**src/rtl/iec104fs_pkg.sv**
```systemverilog
`timescale 1ns / 1ps
// ----------------------------------------------------------------------------
// iec104fs_pkg: shared types and constants for the APCI frame splitter
// Register indexes, reset values, control-field masks and the structs that
// move between the splitter's modules.
// ----------------------------------------------------------------------------
package iec104fs_pkg;

  localparam int unsigned CFG_INDEX_W = 2;
  localparam int unsigned CFG_DATA_W  = 16;

  localparam logic [CFG_INDEX_W-1:0] CFG_START_MARKER = 2'd0;
  localparam logic [CFG_INDEX_W-1:0] CFG_MIN_SEG_LEN  = 2'd1;
  localparam logic [CFG_INDEX_W-1:0] CFG_MAX_INVALID  = 2'd2;

  localparam logic [7:0]  START_MARKER_RST = 8'd104;
  localparam logic [7:0]  MIN_SEG_LEN_RST  = 8'd6;
  localparam logic [15:0] MAX_INVALID_RST  = 16'd2560;

  localparam logic [7:0] CTRL_KIND_MASK = 8'h03;
  localparam logic [7:0] CTRL_FUNC_MASK = 8'hFC;
  localparam logic [7:0] CTRL_SEQ_BIT   = 8'h01;

  localparam logic [1:0] KIND_U = 2'b11;
  localparam logic [1:0] KIND_S = 2'b01;

  typedef enum logic [1:0] {
    VERDICT_SEARCH = 2'd0,
    VERDICT_FLUSH  = 2'd1,
    VERDICT_ABORT  = 2'd2
  } verdict_t;

  typedef enum logic [2:0] {
    PH_START = 3'b001,
    PH_LEN   = 3'b010,
    PH_FLUSH = 3'b100
  } phase_t;

  typedef struct packed {
    logic [7:0]  start_marker;
    logic [7:0]  min_segment_length;
    logic [15:0] max_invalid_octets;
  } cfg_t;

  typedef struct packed {
    logic [5:0][7:0] bytes;
    logic [15:0]     length;
  } seg_t;

  typedef struct packed {
    verdict_t   verdict;
    logic [8:0] flush_point;
  } res_t;

endpackage

```
**src/rtl/iec104_frame_splitter.sv**
```systemverilog
`timescale 1ns / 1ps
// ----------------------------------------------------------------------------
// iec104_frame_splitter: APCI framing over TCP segment headers
// Takes one segment header per beat and returns one verdict per segment.
// ----------------------------------------------------------------------------
// Input channel: in_valid / in_stall with the first six segment bytes and the
// segment length. Output channel: out_valid / out_stall with verdict (search,
// flush, abort) and flush_point. A beat moves when valid is high and stall is
// low. Configuration: cfg_valid / cfg_ready with cfg_index and cfg_data;
// cfg_ready is always high. Write only while no segment is in flight.
// A segment accepted into the input register has its result loaded into the
// output register once that register is free. Throughput: one segment per
// cycle while out_stall is low, set by the single input register and single
// result register around the framing logic.
// Reset clears both pipeline registers, returns to the start phase with a
// valid frame and a zero invalid count, and loads the default registers.
// When out_stall holds a result, the input register keeps one more segment;
// in_stall rises only while both registers are full and the output stalls.
// ----------------------------------------------------------------------------
module iec104_frame_splitter (
  input  logic                                 clk,
  input  logic                                 rst,
  input  logic                                 in_valid,
  output logic                                 in_stall,
  input  logic [7:0]                           seg_byte_0,
  input  logic [7:0]                           seg_byte_1,
  input  logic [7:0]                           seg_byte_2,
  input  logic [7:0]                           seg_byte_3,
  input  logic [7:0]                           seg_byte_4,
  input  logic [7:0]                           seg_byte_5,
  input  logic [15:0]                          segment_length,
  output logic                                 out_valid,
  input  logic                                 out_stall,
  output logic [1:0]                           verdict,
  output logic [8:0]                           flush_point,
  input  logic                                 cfg_valid,
  output logic                                 cfg_ready,
  input  logic [iec104fs_pkg::CFG_INDEX_W-1:0] cfg_index,
  input  logic [iec104fs_pkg::CFG_DATA_W-1:0]  cfg_data
);

  iec104fs_pkg::cfg_t cfg;
  iec104fs_pkg::seg_t s1_seg;
  iec104fs_pkg::res_t step_res;
  iec104fs_pkg::res_t out_res;
  logic               s1_valid;
  logic               out_free;
  logic               advance;
  logic               in_accept;

  iec104fs_cfg_regs u_cfg_regs (
    .clk       (clk),
    .rst       (rst),
    .cfg_valid (cfg_valid),
    .cfg_ready (cfg_ready),
    .cfg_index (cfg_index),
    .cfg_data  (cfg_data),
    .cfg       (cfg)
  );

  assign out_free  = !out_valid || !out_stall;
  assign advance   = s1_valid && out_free;
  assign in_stall  = s1_valid && !out_free;
  assign in_accept = in_valid && !in_stall;

  always_ff @(posedge clk) begin
    if (rst) begin
      s1_valid <= 1'b0;
    end else if (in_accept) begin
      s1_valid <= 1'b1;
    end else if (advance) begin
      s1_valid <= 1'b0;
    end
  end

  always_ff @(posedge clk) begin
    if (in_accept) begin
      s1_seg.bytes[0] <= seg_byte_0;
      s1_seg.bytes[1] <= seg_byte_1;
      s1_seg.bytes[2] <= seg_byte_2;
      s1_seg.bytes[3] <= seg_byte_3;
      s1_seg.bytes[4] <= seg_byte_4;
      s1_seg.bytes[5] <= seg_byte_5;
      s1_seg.length   <= segment_length;
    end
  end

  iec104fs_frame_step u_frame_step (
    .clk     (clk),
    .rst     (rst),
    .advance (advance),
    .seg     (s1_seg),
    .cfg     (cfg),
    .res     (step_res)
  );

  always_ff @(posedge clk) begin
    if (rst) begin
      out_valid <= 1'b0;
    end else if (advance) begin
      out_valid <= 1'b1;
    end else if (!out_stall) begin
      out_valid <= 1'b0;
    end
  end

  // load the result register only when the segment leaves stage one
  always_ff @(posedge clk) begin
    if (advance) begin
      out_res <= step_res;
    end
  end

  assign verdict     = out_res.verdict;
  assign flush_point = out_res.flush_point;

  a_stall_needs_item: assert property (@(posedge clk) disable iff (rst)
    in_stall |-> s1_valid && out_valid)
    else $error("input stalled with a free stage");

  a_held_item_moves: assert property (@(posedge clk) disable iff (rst)
    s1_valid && !out_valid |=> out_valid)
    else $error("staged segment did not reach the result register");

  a_point_only_on_flush: assert property (@(posedge clk) disable iff (rst)
    out_valid && out_res.verdict != iec104fs_pkg::VERDICT_FLUSH |-> out_res.flush_point == 9'd0)
    else $error("flush point set on a non-flush verdict");

endmodule

```
**src/rtl/iec104fs_cfg_regs.sv**
```systemverilog
`timescale 1ns / 1ps
// ----------------------------------------------------------------------------
// iec104fs_cfg_regs: configuration register file
// Holds start marker, minimum segment length and the invalid byte limit.
// Writes to an index past the last register are dropped.
// ----------------------------------------------------------------------------
module iec104fs_cfg_regs (
  input  logic                                 clk,
  input  logic                                 rst,
  input  logic                                 cfg_valid,
  output logic                                 cfg_ready,
  input  logic [iec104fs_pkg::CFG_INDEX_W-1:0] cfg_index,
  input  logic [iec104fs_pkg::CFG_DATA_W-1:0]  cfg_data,
  output iec104fs_pkg::cfg_t                   cfg
);

  iec104fs_pkg::cfg_t regs;

  assign cfg_ready = 1'b1;
  assign cfg       = regs;

  always_ff @(posedge clk) begin
    if (rst) begin
      regs.start_marker       <= iec104fs_pkg::START_MARKER_RST;
      regs.min_segment_length <= iec104fs_pkg::MIN_SEG_LEN_RST;
      regs.max_invalid_octets <= iec104fs_pkg::MAX_INVALID_RST;
    end else if (cfg_valid && cfg_ready) begin
      unique case (cfg_index)
        iec104fs_pkg::CFG_START_MARKER: regs.start_marker       <= cfg_data[7:0];
        iec104fs_pkg::CFG_MIN_SEG_LEN:  regs.min_segment_length <= cfg_data[7:0];
        iec104fs_pkg::CFG_MAX_INVALID:  regs.max_invalid_octets <= cfg_data;
        default: ;
      endcase
    end
  end

endmodule

```
**src/rtl/iec104fs_ctrl_check.sv**
```systemverilog
`timescale 1ns / 1ps
// ----------------------------------------------------------------------------
// iec104fs_ctrl_check: APCI control field check
// Classifies the frame as U, S or I from control field one and checks the
// fields that each format requires.
// ----------------------------------------------------------------------------
module iec104fs_ctrl_check (
  input  logic [7:0] ctrl_1,
  input  logic [7:0] ctrl_2,
  input  logic [7:0] ctrl_3,
  input  logic [7:0] ctrl_4,
  output logic       ok
);

  logic [1:0] kind;
  logic [7:0] func;
  logic       func_single;
  logic       seq_clear;

  assign kind        = ctrl_1[1:0] & iec104fs_pkg::CTRL_KIND_MASK[1:0];
  assign func        = ctrl_1 & iec104fs_pkg::CTRL_FUNC_MASK;
  assign func_single = (func != 8'd0) && ((func & (func - 8'd1)) == 8'd0);
  assign seq_clear   = (ctrl_3 & iec104fs_pkg::CTRL_SEQ_BIT) == 8'd0;

  always_comb begin
    priority if (kind == iec104fs_pkg::KIND_U) begin
      ok = ((ctrl_2 | ctrl_3 | ctrl_4) == 8'd0) && func_single;
    end else if (kind == iec104fs_pkg::KIND_S) begin
      ok = (ctrl_1 == iec104fs_pkg::CTRL_SEQ_BIT) && (ctrl_2 == 8'd0) && seq_clear;
    end else begin
      ok = seq_clear;
    end
  end

endmodule

```
**src/rtl/iec104fs_frame_step.sv**
```systemverilog
`timescale 1ns / 1ps
// ----------------------------------------------------------------------------
// iec104fs_frame_step: framing state and per-segment decision
// Walks up to three leading positions of a segment through the start, length
// and flush phases, tracks frame validity and the saturating invalid count,
// and forms the verdict. State commits only when the result is taken.
// ----------------------------------------------------------------------------
module iec104fs_frame_step (
  input  logic               clk,
  input  logic               rst,
  input  logic               advance,
  input  iec104fs_pkg::seg_t seg,
  input  iec104fs_pkg::cfg_t cfg,
  output iec104fs_pkg::res_t res
);

  iec104fs_pkg::phase_t phase, phase_next;
  logic [7:0]           frame_length, frame_length_next;
  logic                 frame_valid, frame_valid_next;
  logic [31:0]          invalid_byte_count, invalid_byte_count_next;

  logic        ctrl_ok;
  logic        has1, has2, has3;
  logic        valid_w;
  logic        flush;
  logic [8:0]  fp;
  logic [32:0] count_sum;
  logic [7:0]  b0, b1;

  iec104fs_ctrl_check u_ctrl_check (
    .ctrl_1 (seg.bytes[2]),
    .ctrl_2 (seg.bytes[3]),
    .ctrl_3 (seg.bytes[4]),
    .ctrl_4 (seg.bytes[5]),
    .ok     (ctrl_ok)
  );

  assign b0   = seg.bytes[0];
  assign b1   = seg.bytes[1];
  assign has1 = seg.length != 16'd0;
  assign has2 = seg.length >= 16'd2;
  assign has3 = seg.length >= 16'd3;
  assign count_sum = {1'b0, invalid_byte_count} + {17'd0, seg.length};

  always_comb begin
    phase_next              = phase;
    frame_length_next       = frame_length;
    invalid_byte_count_next = invalid_byte_count;
    flush                   = 1'b0;
    fp                      = 9'd0;
    valid_w = frame_valid && (seg.length >= {8'd0, cfg.min_segment_length}) && ctrl_ok;

    unique case (phase)
      iec104fs_pkg::PH_START: begin
        if (has1) begin
          phase_next = iec104fs_pkg::PH_LEN;
          if (b0 != cfg.start_marker) valid_w = 1'b0;
        end
        if (has2) begin
          frame_length_next = b1;
          phase_next        = iec104fs_pkg::PH_FLUSH;
          if ({8'd0, b1} > seg.length) valid_w = 1'b0;
        end
        if (has3) begin
          flush = 1'b1;
          fp    = {1'b0, b1} + 9'd2;
        end
      end
      iec104fs_pkg::PH_LEN: begin
        if (has1) begin
          frame_length_next = b0;
          phase_next        = iec104fs_pkg::PH_FLUSH;
          if ({8'd0, b0} > seg.length) valid_w = 1'b0;
        end
        if (has2) begin
          flush = 1'b1;
          fp    = {1'b0, b0} + 9'd1;
        end
      end
      iec104fs_pkg::PH_FLUSH: begin
        if (has1) begin
          flush = 1'b1;
          fp    = {1'b0, frame_length};
        end
      end
      default: ;
    endcase

    res.verdict      = iec104fs_pkg::VERDICT_SEARCH;
    res.flush_point  = 9'd0;
    frame_valid_next = valid_w;

    if (flush) begin
      phase_next        = iec104fs_pkg::PH_START;
      frame_length_next = 8'd0;
      frame_valid_next  = 1'b1;
      if (!valid_w) begin
        // saturate at all ones
        invalid_byte_count_next = count_sum[32] ? '1 : count_sum[31:0];
        if (invalid_byte_count_next > {16'd0, cfg.max_invalid_octets}) begin
          res.verdict = iec104fs_pkg::VERDICT_ABORT;
        end else begin
          res.verdict     = iec104fs_pkg::VERDICT_FLUSH;
          res.flush_point = fp;
        end
      end else begin
        invalid_byte_count_next = 32'd0;
        res.verdict             = iec104fs_pkg::VERDICT_FLUSH;
        res.flush_point         = fp;
      end
    end
  end

  always_ff @(posedge clk) begin
    if (rst) begin
      phase              <= iec104fs_pkg::PH_START;
      frame_length       <= 8'd0;
      frame_valid        <= 1'b1;
      invalid_byte_count <= 32'd0;
    end else if (advance) begin
      phase              <= phase_next;
      frame_length       <= frame_length_next;
      frame_valid        <= frame_valid_next;
      invalid_byte_count <= invalid_byte_count_next;
    end
  end

  a_start_len_zero: assert property (@(posedge clk) disable iff (rst)
    phase == iec104fs_pkg::PH_START |-> frame_length == 8'd0)
    else $error("frame length not cleared in start phase");

  a_end_restarts: assert property (@(posedge clk) disable iff (rst)
    advance && res.verdict != iec104fs_pkg::VERDICT_SEARCH
      |=> phase == iec104fs_pkg::PH_START && frame_valid)
    else $error("frame end did not return to start phase");

  a_abort_over_limit: assert property (@(posedge clk) disable iff (rst)
    advance && res.verdict == iec104fs_pkg::VERDICT_ABORT
      |=> invalid_byte_count > {16'd0, $past(cfg.max_invalid_octets)})
    else $error("abort with invalid count within limit");

  a_search_keeps_count: assert property (@(posedge clk) disable iff (rst)
    advance && res.verdict == iec104fs_pkg::VERDICT_SEARCH
      |=> $stable(invalid_byte_count))
    else $error("invalid count moved without a frame end");

endmodule
```
**config.mk**
```make
export PLATFORM = sky130hd
export DESIGN_NAME = iec104_frame_splitter
export DESIGN_NICKNAME = d
export VERILOG_FILES = /design/src/rtl/iec104fs_pkg.sv /design/src/rtl/iec104_frame_splitter.sv /design/src/rtl/iec104fs_cfg_regs.sv /design/src/rtl/iec104fs_ctrl_check.sv /design/src/rtl/iec104fs_frame_step.sv
export SDC_FILE = /design/constraint.sdc
export NUM_CORES = 1
export LEC_CHECK = 0
export ABC_AREA = 1
export BUFFER_PORTS_ARGS = -buffer_cell sky130_fd_sc_hd__clkbuf_2
export CAP_MARGIN = 20
export CELL_PAD_IN_SITES_DETAIL_PLACEMENT = 0
export CELL_PAD_IN_SITES_GLOBAL_PLACEMENT = 1
export CORE_UTILIZATION = 40
export DETAILED_ROUTE_END_ITERATION = 8
export PLACE_DENSITY = 0.83
export SKIP_LAST_GASP = 1
export SLEW_MARGIN = 20
export SYNTH_ARGS = -nofsm -noshare
export SYNTH_HDL_FRONTEND = slang
export SYNTH_SLANG_ARGS = --single-unit
```
**constraint.sdc**
```tcl
create_clock -name clk -period 3.7 [get_ports clk]
set_input_delay 0.74 -clock clk [delete_from_list [all_inputs] [get_ports clk]]
set_output_delay 0.74 -clock clk [all_outputs]
set_load 0.05 [all_outputs]
```
* Word-level counts from Yosys, hierarchy flattened
Index checks and enable logic that the tools add are counted.
** Word-level totals
- Register bits :: 153
- Latch bits :: 0
- Memory bits (writable) :: 0
- Bits in read-only memories :: 0
- Bits of input ports :: 87
- Output and inout bits :: 14
- Word-level logic and storage cells :: 112
- Memories kept :: 0
** Operators by class
- $add $sub $neg :: 4
- $mul :: 0
- Div/mod/pow operators :: 0
- $lt $le $gt $ge :: 6
- Equal/unequal tests :: 13
- Shifts and indexed selects :: 0
- Mux-type cells :: 36
- Bitwise gates (word level) :: 4
- Reductions and logical operators :: 30
** Operators with widths (number)
- 32-bit two-way mux :: 2
- 32-bit by 16-bit adder with 33-bit output :: 1
- 16-bit by 2-bit >= comparator with 1-bit output (second input constant) :: 2
- 32-bit by 16-bit > comparator with 1-bit output :: 1
- 8-bit by 16-bit > comparator with 1-bit output :: 2
- 8-bit zero test :: 4
- 8-bit two-way mux :: 4
- 9-bit two-way mux :: 3
- 9-bit one-hot mux with 3 select lines :: 1
- 16-bit by 8-bit >= comparator with 1-bit output :: 1
- 1-bit two-way mux :: 16
- 8-bit OR :: 2
- 8-bit one-hot mux with 2 select lines :: 1
- 16-bit nonzero test :: 1
- 3-bit two-way mux :: 4
- 10-bit two-way mux :: 1
- 8-bit by 1-bit adder with 9-bit output (second input constant) :: 1
- 8-bit by 2-bit adder with 9-bit output (second input constant) :: 1
- 1-bit logical AND :: 9
- 8-bit bitwise AND :: 1
- 8-bit by 1-bit equality test with 1-bit output (second input constant) :: 1
- 8-bit != test :: 1
- 2-bit AND reduction :: 4
- 4-bit AND reduction :: 2
- 21 further kinds :: 27

* Logic depth before layout (Yosys ltp)
Gate-level depths: netlist (run 1).
- Depth in word-level cells :: 13
- Depth in mapped cells :: 28
- Mapped depth without buffers :: 27

* Hierarchy
From an unflattened synthesis (run 1), not the netlist that was laid out.
** Second synthesis, totals
- Cell total of the unflattened synthesis :: 1248
- Area, all modules :: 9261.4 µm²
** Modules (own cells, without submodules)
- iec104fs_frame_step :: times used 1, cells each 905, area each 5355.1 µm², seq. area each 880.8 µm²
- iec104_frame_splitter :: times used 1, cells each 87, area each 2343.5 µm², seq. area each 2292.2 µm²
- iec104fs_cfg_regs :: times used 1, cells each 197, area each 1325.0 µm², seq. area each 640.6 µm²
- iec104fs_ctrl_check :: times used 1, cells each 59, area each 237.7 µm², seq. area each 0.0 µm²

* Least setup slack after synthesis (run 1)
No wires, ideal clock.
- Path type :: reg2reg
- From :: register s1_seg[0] (netlist name)
- To :: register out_res (netlist bit verdict[1]), data pin
- Library setup time :: 0.256 ns
- Arrival time :: 3.308 ns
- Data required time :: 3.444 ns
- Path slack :: 0.136 ns
- Cell stages (with the launch flop) :: 23
- Path buffers :: 1
- Period minus slack after synthesis :: 3.564 ns
- Cell sequence :: edfxtp_1 > ha_1 > fa_1 > nand2_1 > a21oi_2 > nand2_1 > nand2_1 > nand3_1 > nand2_1 > nand2_2 > inv_2 > buf_6 > or2_2 > ha_1 > nand2_1 > nor4_1 > nand2_1 > a21oi_1 > nand2_1 > nor2_1 > nand2_1 > nand2_2 > nor2_1
** Between the ends
- Word-level cells in the longest chain between the ends :: 9
- Elaborated cells on any way between the ends :: 25
- Classes of those cells :: 1 x add/sub; 6 x order compare; 13 x mux; 1 x bitwise; 4 x reduce/logical
** RTL lines
- start, declared :: RTL line iec104_frame_splitter.sv:43 : iec104fs_pkg::seg_t s1_seg;
- parallel branches: the longest is 9 deep, another holds 32-bit by 16-bit adder with 33-bit output
- end signal, assigned :: RTL line iec104_frame_splitter.sv:110 : out_res <= step_res;
- end, declared :: RTL line iec104_frame_splitter.sv:45 : iec104fs_pkg::res_t out_res;
Parallel ways; which one is timed is not known.
A chain may end at the register's enable or synchronous reset.

* Final worst setup path (run 1)
- From :: register s1_seg[0] (netlist name)
- To :: register out_res (netlist bit flush_point[2]), data pin
** Between the ends
- Word-level cells in the longest chain between the ends :: 9
- Elaborated cells on any way between the ends :: 28
- Classes of those cells :: 1 x add/sub; 6 x order compare; 18 x mux; 3 x reduce/logical
** RTL lines
- parallel branches: the longest is 9 deep, another holds 32-bit by 16-bit adder with 33-bit output
Parallel ways; which one is timed is not known.

==> run metrics, run 1 <==
outcome finished, violations left; violated checks DRC; Crit path buffers/inverters 1; Worst Reg2Reg Path Length in Cells 22; area post-placement 9940 um2; Num CTS Buffers 17; Area growth syn-to-layout 21.6%; Die Wd 152 um; synthesized area 9000 um2; Iter 0 DRT Violations 503; WL per Instance 15.5 um; CP max FO 16; leakage power 4.91 nW; clock slew at reported path FFs 70 ps; Pwr Density 421 nW/um2; relative slew slack 0.406; Critical Path Sink flush_point[2]; Starting Density 0.410; Crit path max-delay family simple AND/OR/NAND/NOR gates; Antenna diodes 0; Clock Skew 17.4 ps; GP Congestion 0.875; H-tree depth 4; met3 WL 1270 um; Gate Count Post-Synth 1163; crit path capture type flop; Max-Cap Viols 0; share of layout cells above drive strength 1 0.205; Rows 54; startpoint of the worst setup timing path s1_seg[0]; worst path cell trace ha_4 > fa_2 > nand2_2 > a21oi_2 > nand2_1 > nand2_1 > nand3_1 > nand2_2 > nand2_4 > inv_6 > or2_4 > ha_4 > nand4_1 > nor3_2 > nand2_1 > a21oi_2 > nand2_1 > nor2_1 > nand2_1 > nand2_4 > nand2_4 > nor2_1; Via Count 8040; crit-path max cell delay 440 ps; Syn Nets 1309; Worst EP arrival 3810 ps; reg2reg end flush_point[2]; Req. time, crit path 3990 ps; die extent in y 152 um; wl on met1 11300 um; worst skew pair latency 440 ps; commonest non-fill, non-tap cells in the layout nand2_1 (272), inv_1 (165), nor2_1 (111), clkbuf_2 (99), dfxtp_1 (78); global-route wire length before repair 38900 um; Synth cell types 48; R2R setup slack 180 ps; setup TNS 0 ps; Post-Route WL 24600 um; Pins Over Slew Limit 0; final hold violation count 0; Post-synth ARST share 0; Die Area 23100 um2; largest net degree at the start of global routing 65; CP most frequent cell nand2_1; uppermost layer routed met5; FF+latch count, synth 153; total grt overflow 0; Boundary Pins 101; First-pass DRT Iterations 7; reg2reg start s1_seg[0]; largest buffer count on any clock path 2; Post-route DRC 16; antenna violations before repair 1; crit start category flop; vias per cell 5.08; CTS root buf clkbuf_16; CP max-delay cell edfxtp_1; DRT antenna net count 0; min-delay worst type flop to flop; ys flop type dfxtp_1; post-layout minimum cycle time 3520 ps; mean area per synthesized cell 7.74 um2; Final Setup Violations 0; WHS 468 ps; Design Area, Final 10900 um2; PortBufs 99; met2 wire length 11400 um; DPL Wire Length 18200 um; core area 22000 um2; TritonCTS Sinks 153; CTS tree yes; fmax 0.284 GHz; sequential area share after synthesis 0.424; fin nets 1435; Crit Path Class flop to flop; EDFF count, synth 75; Worst Tran Pin Value 890 ps; final worst path period share 0.952; stages on the worst setup path 22; vias in the first global route 7533; VDD IR-drop max 0.337 mV; commonest non-fill, non-tap cell in the layout nand2_1; Synth Warn # 0; GRT Total Usage 0.215
tightest hold or removal path, stage by stage, from the launching register on:
cell and delay (ps):
dfxtp_1 310, nand2_1 60, a21oi_1 50
logic make-up after synthesis:
kind of cell | share of synthesized area
and+or+nand+nor | 0.278
xor gates and xnor gates | 0.0195
adders and majority gates | 0.0828
AOI/OAI and AO/OA | 0.110
buffers and inverters | 0.0862
other | 0.000417
DFF | 0.424
per-stage QoR:
stage / util / std cells / setup WS (ps) / total power [mW]
2_1_floorplan: - / 1163 / 136 / 2.49
3_3_place_gp: 0.453 / 1546 / 57.9 / 2.73
3_5_place_dp: 0.453 / 1546 / -28.2 / 2.74
4_1_cts: 0.481 / 1578 / 9.41 / 4.50
5_1_grt: 0.498 / 1582 / -33.9 / 4.81
6_report: 0.498 / 1582 / 178 / 4.61
how the worst min path moves through the flow:
stage	to	depth (start not counted)	start	slack [ps]
after floorplan	u_cfg_regs.cfg[10]	2	u_cfg_regs.cfg[10]	440
after global placement	u_cfg_regs.cfg[20]	2	u_cfg_regs.cfg[20]	460
after detailed placement	u_frame_step.frame_length[7]	2	u_frame_step.frame_length[7]	460
after CTS	s1_seg[34]	1	seg_byte_2[2]	450
after global routing	s1_seg[38]	1	seg_byte_2[6]	450
final	u_frame_step.frame_length[0]	2	u_frame_step.frame_length[0]	470
sequential cells by signal, summed over array words and instances (netlist names):
| register | flops |
|---|---|
| flush_point | 9 |
| out_valid | 1 |
| s1_seg | 64 |
| s1_valid | 1 |
| u_cfg_regs.cfg | 32 |
| u_frame_step.frame_length | 8 |
| u_frame_step.frame_valid | 1 |
| u_frame_step.invalid_byte_count | 32 |
| u_frame_step.phase | 3 |
| verdict | 2 |
Yosys cell counts, types with 17 or more instances:
library cell,n,area [um2]
nand2_1,282,1060
inv_1,166,623
nor2_1,119,447
dfxtp_1,78,1560
edfxtp_1,75,2250
nand3_1,74,370
a21oi_1,73,365
ha_1,58,726
o21ai_0,56,280
nand4_1,24,150
nor3_1,22,110
or2_2,17,106
area by class of cell:
type | count | area (um2)
fill | 2143 | 11000
clock inverter | 15 | 179
inverter | 171 | 649
sequential | 153 | 3810
timing repair buffer | 129 | 746
tap | 280 | 350
multi-input combinational | 817 | 4780
clock buffer | 17 | 425
report_power, final:
group / switching [mW] / internal [mW]
combinational: 0.547 / 0.353
sequential: 0.0597 / 1.88
clock: 0.855 / 0.912
metal layers:
metal	track usage	up-vias
li1	-	4102
met1	0.280	3676
met2	0.358	217
met3	0.0399	43
met4	0.0777	2
met5	0	-
timing repair:
item,in CTS,in global routing
pin swaps,0,16
endpoints found under the setup margin,10,11
cloned,0,1
hold buffers,0,0
gates resized for setup,2,64
setup buffers,0,3
Note: power is estimated with default switching activity, not from simulation.
==> run 2: changes to the inputs <==
- PLACE_DENSITY: 0.83 -> unset
- PLACE_DENSITY_LB_ADDON: unset -> 0.1
==> run 2 against run 1 <==
Compared with the run above:
- the run still ends with DRC left
- largest cell class unchanged
- die area unchanged
- first-iteration DRC count down 15%
- cell area up 3.1%
==> run metrics, run 2 (same netlist as run 1, synthesis figures left out) <==
leakage power 5.08 nW (+3.5%); fin nets 1471 (+2.5%); Final Setup Violations 0 (unchanged); die extent in y 152 um (unchanged); antenna violations before repair 0 (-1); vias in the first global route 7627 (+1.2%); Max-Cap Viols 0 (unchanged); min-delay worst type flop to flop; Worst EP arrival 3820 ps (about the same); CP max FO 15 (-1); Crit path max-delay family simple AND/OR/NAND/NOR gates; commonest non-fill, non-tap cell in the layout nand2_1; largest net degree at the start of global routing 41 (-37%); Pins Over Slew Limit 0 (unchanged); First-pass DRT Iterations 9 (+2); Placed Instances 1581 (+2.3%); Clock Skew 16.6 ps (-0.765 ps); final hold violation count 0 (unchanged); Starting Density 0.410 (unchanged); violated checks DRC; Filler cells 2122 (-0.98%); fmax 0.284 GHz (about the same); crit-path max cell delay 400 ps (-40 ps); unrepaired setup endpoints after global routing yes; Clk network pwr share 0.382 (-0.002); global-route met2 utilization 0.364 (+0.00639); Post-Route WL 25200 um (+2.5%); clock slew at reported path FFs 80 ps (about the same); Iter 0 DRT Violations 428 (-15%); share of layout cells above drive strength 1 0.230 (+0.0251); Num CTS Buffers 17 (unchanged); GP Congestion 0.860 (-1.7%); Boundary Pins 101 (unchanged); Non-Filler Instances 1618 (+2.3%); Post-route DRC 10 (-6); TritonCTS Sinks 153 (unchanged); outcome finished, violations left; global-route wire length before repair 40400 um (+3.8%); DPL Wire Length 19400 um (+6.6%); CTS Hold Bufs 0 (unchanged); Sequential Power Share 0.413 (-0.008); CTS root buf clkbuf_16; GRT Total Usage 0.225 (+0.00937); GRT met3 Usage 0.0339 (-0.00599); met1 usage 0.314 (+0.0341); H-tree depth 4 (unchanged); largest buffer count on any clock path 2 (unchanged); gr busiest metal met2; Crit path buffers/inverters 1 (unchanged); crit start category flop; Top reg by flops s1_seg; commonest non-fill, non-tap cells in the layout nand2_1 (271), inv_1 (165), nor2_1 (109), clkbuf_2 (99), dfxtp_1 (78); vias per cell 4.93 (-3.0%); combinational fraction of design power 0.204 (+0.009); relative slew slack 0.530 (+0.124); total grt overflow 0 (unchanged); worst path cell trace ha_2 > fa_2 > nand2_2 > a21oi_2 > nand2_1 > nand2_1 > nand3_1 > nand2_1 > nand2_2 > inv_6 > or2_2 > ha_4 > nand2_2 > nor4_4 > nand2_1 > a21oi_2 > nand2_1 > nor2_1 > nand2_1 > nand2_4 > nand2_4 > nor2_1; DRT antenna net count 0 (unchanged); PortBufs 99 (unchanged); Die Wd 152 um (unchanged); worst skew pair latency 440 ps (about the same); Area growth syn-to-layout 25.3%; VDD IR-drop max 0.289 mV (-14%); Req. time, crit path 4000 ps (about the same); Pwr Density 416 nW/um2 (-1.1%); crit path capture type flop; CP max-delay cell edfxtp_1; CTS tree yes; Rows 54 (unchanged); Die Area 23100 um2 (unchanged); Via Count 7973 (-0.83%); Worst Tran Pin Value 705 ps (-185 ps); WL per Instance 15.6 um (+0.26%); core area 22000 um2 (unchanged); Crit Path Class flop to flop; Pint 3.20 mW (+1.9%); max reg flops 64 (unchanged); sw power 1.49 mW (+2.0%); CP most frequent cell nand2_1; post-layout minimum cycle time 3520 ps (-1.76 ps); WHS 465 ps (-2.81 ps); sw frac 0.318 (about the same); Antenna diodes 0 (unchanged); final worst path period share 0.951 (about the same)
## run 2: changes by cell type in the layout (fill, tap and decap cells not counted), sizes merged
cell,delta
buf,+36
clkinv,+1
clkinvlp,-1
## run 2: tightest hold or removal path, stage by stage, from the launching register on
cell	delay, ps
dfxtp_1	300
inv_1	60
a21oi_1	60
## run 2: final cells by class
cell class                      instances  area, um2  area share
Multi-Input combinational cell        817       4840       0.429
Sequential cell                       153       3810       0.338
Timing Repair Buffer                  165       1000      0.0890
Inverter                              171        649      0.0576
Clock buffer                           17        425      0.0377
Tap cell                              280        350      0.0311
Clock inverter                         15        193      0.0171
## run 2: power groups by stage
| stage | Combinational [mW] | Sequential [mW] | Clock, mW |
|---|---|---|---|
| floorplan | 0.494 | 2.00 | 0 |
| global placement | 0.820 | 1.97 | 0 |
| detailed placement | 0.824 | 1.97 | 0 |
| CTS | 0.836 | 1.93 | 1.83 |
| global route | 1.08 | 1.95 | 1.90 |
| finish | 0.959 | 1.94 | 1.80 |
## run 2: worst paths after layout
path / depth (start not counted) / endpoint / from / slack, ps
worst max-delay path: 22 / flush_point[7] / s1_seg[0] / 180
worst min-delay path: 2 / u_cfg_regs.cfg[8] / u_cfg_regs.cfg[8] / 460
worst max register to register: 22 / flush_point[7] / s1_seg[0] / 180
worst min register to register: 2 / u_cfg_regs.cfg[8] / u_cfg_regs.cfg[8] / 460
## run 2: metal layers
layer  wire length, um  vias to the layer above
li1                  -                     4160
met1             12500                     3629
met2             11500                      163
met3               954                       21
met4               229                        0
met5                 0                        -
## run 2: stage by stage
| stage | instance area [um2] | setup TNS, ps | utilization | total power, mW | setup slack [ps] |
|---|---|---|---|---|---|
| after detailed placement | 10200 | -1450 | 0.464 | 2.79 | -152 |
| after global routing | 11300 | -570 | 0.514 | 4.93 | -76.2 |
| final | 11300 | 0 | 0.514 | 4.69 | 180 |
| after floorplan | 9000 | 0 | - | 2.49 | 136 |
| after CTS | 10800 | 0 | 0.493 | 4.60 | 9.74 |
| after global placement | 10200 | -1120 | 0.464 | 2.79 | -109 |
## run 2: timing repair
action,4_1_cts,5_1_grt
gates cloned,0,1
setup buffers,0,4
gates resized for setup,4,68
pin swaps,2,12
endpoints found under the setup margin,11,11
==> run 3: changes to the inputs <==
- CORE_UTILIZATION: 40 -> 35
==> run 3 against run 2 <==
Compared with the run above:
- the run now ends clean
- critical path depth shrank 2
- clock-buffer cell count is the same
- global-route usage shrank 1.5 points
- sequential share of layout area shrank 0.17 points
- core utilization shrank 6.4 points
- critical endpoint is now flush_point[5]
- highest routed layer unchanged
==> run metrics, run 3 (same netlist as run 1, synthesis figures left out) <==
Rows 58 (+7.4%); crit start category flop; CTS tree yes; core area 25200 um2 (+15%); GRT Total Usage 0.209 (-0.0155); R2R setup slack 170 ps (about the same); Req. time, crit path 4000 ps (about the same); Layout Utilization 0.450 (-0.0635); reg2reg end flush_point[5]; Antenna diodes 0 (unchanged); relative slew slack 0.509 (-0.0202); Num CTS Buffers 17 (unchanged); Pwr Density 417 nW/um2 (+0.22%); clock slew at reported path FFs 70 ps (about the same); largest buffer count on any clock path 2 (unchanged); Post-Route WL 26600 um (+5.4%); Clock Skew 21.6 ps (+5.02 ps); VDD IR-drop max 0.296 mV (+2.6%); Via Count 7942 (-0.39%); Post-route DRC 0 (-10); stages on the worst setup path 20 (-9.1%); CP most frequent cell nand2_1; Starting Density 0.357 (-0.0525); commonest non-fill, non-tap cells in the layout nand2_1 (272), inv_1 (164), nor2_1 (109), clkbuf_2 (99), dfxtp_1 (78); final worst path period share 0.954 (+0.00299); Worst Tran Pin Value 735 ps (+30.3 ps); H-tree depth 4 (unchanged); WL per Instance 15.9 um (+2.3%); Worst Hold Depth 2 (unchanged); fin nets 1470 (-0.068%); Final Setup Violations 0 (unchanged); DPL Wire Length 20400 um (+5.1%); unrepaired setup endpoints after global routing yes; Crit path buffers/inverters 1 (unchanged); reg2reg start s1_seg[0]; CTS Hold Bufs 0 (unchanged); worst skew pair latency 440 ps (about the same); Die Wd 162 um (+6.8%); post-layout minimum cycle time 3530 ps (+11.1 ps); GP Congestion 0.848 (-1.4%); Placed Instances 1632 (+3.2%); Hold EP u_cfg_regs.cfg[23]; commonest non-fill, non-tap cell in the layout nand2_1; worst path cell trace ha_2 > fa_2 > nand2_2 > nand2_1 > nand3b_1 > nand2_2 > buf_4 > xor2_1 > or2_4 > ha_4 > nand2_2 > nor4_4 > nand2_1 > a21oi_2 > nand2_1 > nor2_1 > nand2_1 > nand2_4 > nand2_8 > nor2_2; Boundary Pins 101 (unchanged); max reg flops 64 (unchanged); share of layout cells above drive strength 1 0.229 (-0.00132); largest net degree at the start of global routing 48 (+17%); Pins Over Slew Limit 0 (unchanged); Max-Cap Viols 0 (unchanged); Area growth syn-to-layout 25.9%; CP max FO 5 (-10); leakage power 5.09 nW (+0.12%); First-pass DRT Iterations 5 (-4); Non-Filler Instances 1667 (+3.0%); DRT antenna net count 0 (unchanged); CP max-delay cell edfxtp_1; crit path capture type flop; antenna violations before repair 1 (+1); outcome completed; min-delay worst type flop to flop; Die Area 26400 um2 (+14%); Iter 0 DRT Violations 369 (-14%); Crit path max-delay family simple AND/OR/NAND/NOR gates; Worst Reg2Reg Path Length in Cells 20 (-9.1%); Crit Path Class flop to flop; Top reg by flops s1_seg; TritonCTS Sinks 153 (unchanged); vias per cell 4.76 (-3.3%); crit-path max cell delay 410 ps (about the same); vias in the first global route 7738 (+1.5%); PortBufs 99 (unchanged); Worst EP arrival 3830 ps (about the same); final hold violation count 0 (unchanged); CTS root buf clkbuf_16; global-route wire length before repair 41900 um (+3.7%); die extent in y 162 um (+6.8%); min-delay src u_cfg_regs.cfg[23]; fmax 0.283 GHz (-0.31%); total grt overflow 0 (unchanged)
## run 3: cell types whose count changed in the layout (fill, tap and decap cells not counted), sizes merged
cell | previous run | this run
inv | 175 | 177
clkinvlp | 1 | 0
clkinv | 10 | 9
buf | 66 | 65
## run 3: what timing repair did
item / 4_1_cts / 5_1_grt
gates resized for setup: 9 / 67
gates cloned: 0 / 1
buffers inserted: 0 / 2
setup endpoints to repair: 11 / 11
pin swaps: 4 / 17
## run 3: worst min-delay path, cell delays in order (launching register included)
cell	delay, ps
dfxtp_1	300
inv_1	60
a21oi_1	60
## run 3: power by group
part	total (mW)	switching (mW)	internal, mW
combinational	0.985	0.579	0.406
sequential	1.94	0.0596	1.88
clock	1.80	0.878	0.926
total	4.73	1.52	3.21
## run 3: how the worst max path moves through the flow
stage | end | slack (ps) | from
after floorplan | verdict[1] | 140 | s1_seg[0]
after global placement | flush_point[5] | -150 | s1_seg[0]
after detailed placement | flush_point[3] | -220 | s1_seg[0]
after CTS | flush_point[3] | 20 | s1_seg[15]
after global routing | flush_point[4] | -80 | s1_seg[6]
final | flush_point[5] | 170 | s1_seg[0]
## run 3: routing by layer
metal  part of all wire  vias to the layer above  global-route usage
li1                   -                     4159                   -
met1               0.49                     3605               0.288
met2               0.46                      161               0.342
met3              0.040                       17              0.0326
met4             0.0098                        0              0.0485
met5                  0                        -                   0
## run 3: metrics by stage
step	worst slack, ps	instance area (um2)	hold slack (ps)	setup TNS [ps]	total power, mW
after floorplan	136	9000	435	0	2.49
after global placement	-147	10300	452	-1550	2.81
after detailed placement	-216	10300	454	-2080	2.81
after CTS	20.9	10900	458	0	4.64
after global routing	-83.3	11300	454	-708	4.98
final	169	11300	463	0	4.73
## run 3: cell type report
class	instances	area, um2
inverter	171	649
clock buffer	17	425
multi-input combinational	817	4850
tap	330	413
sequential	153	3810
timing repair buffer	164	996
clock inverter	15	189
fill	2580	13800
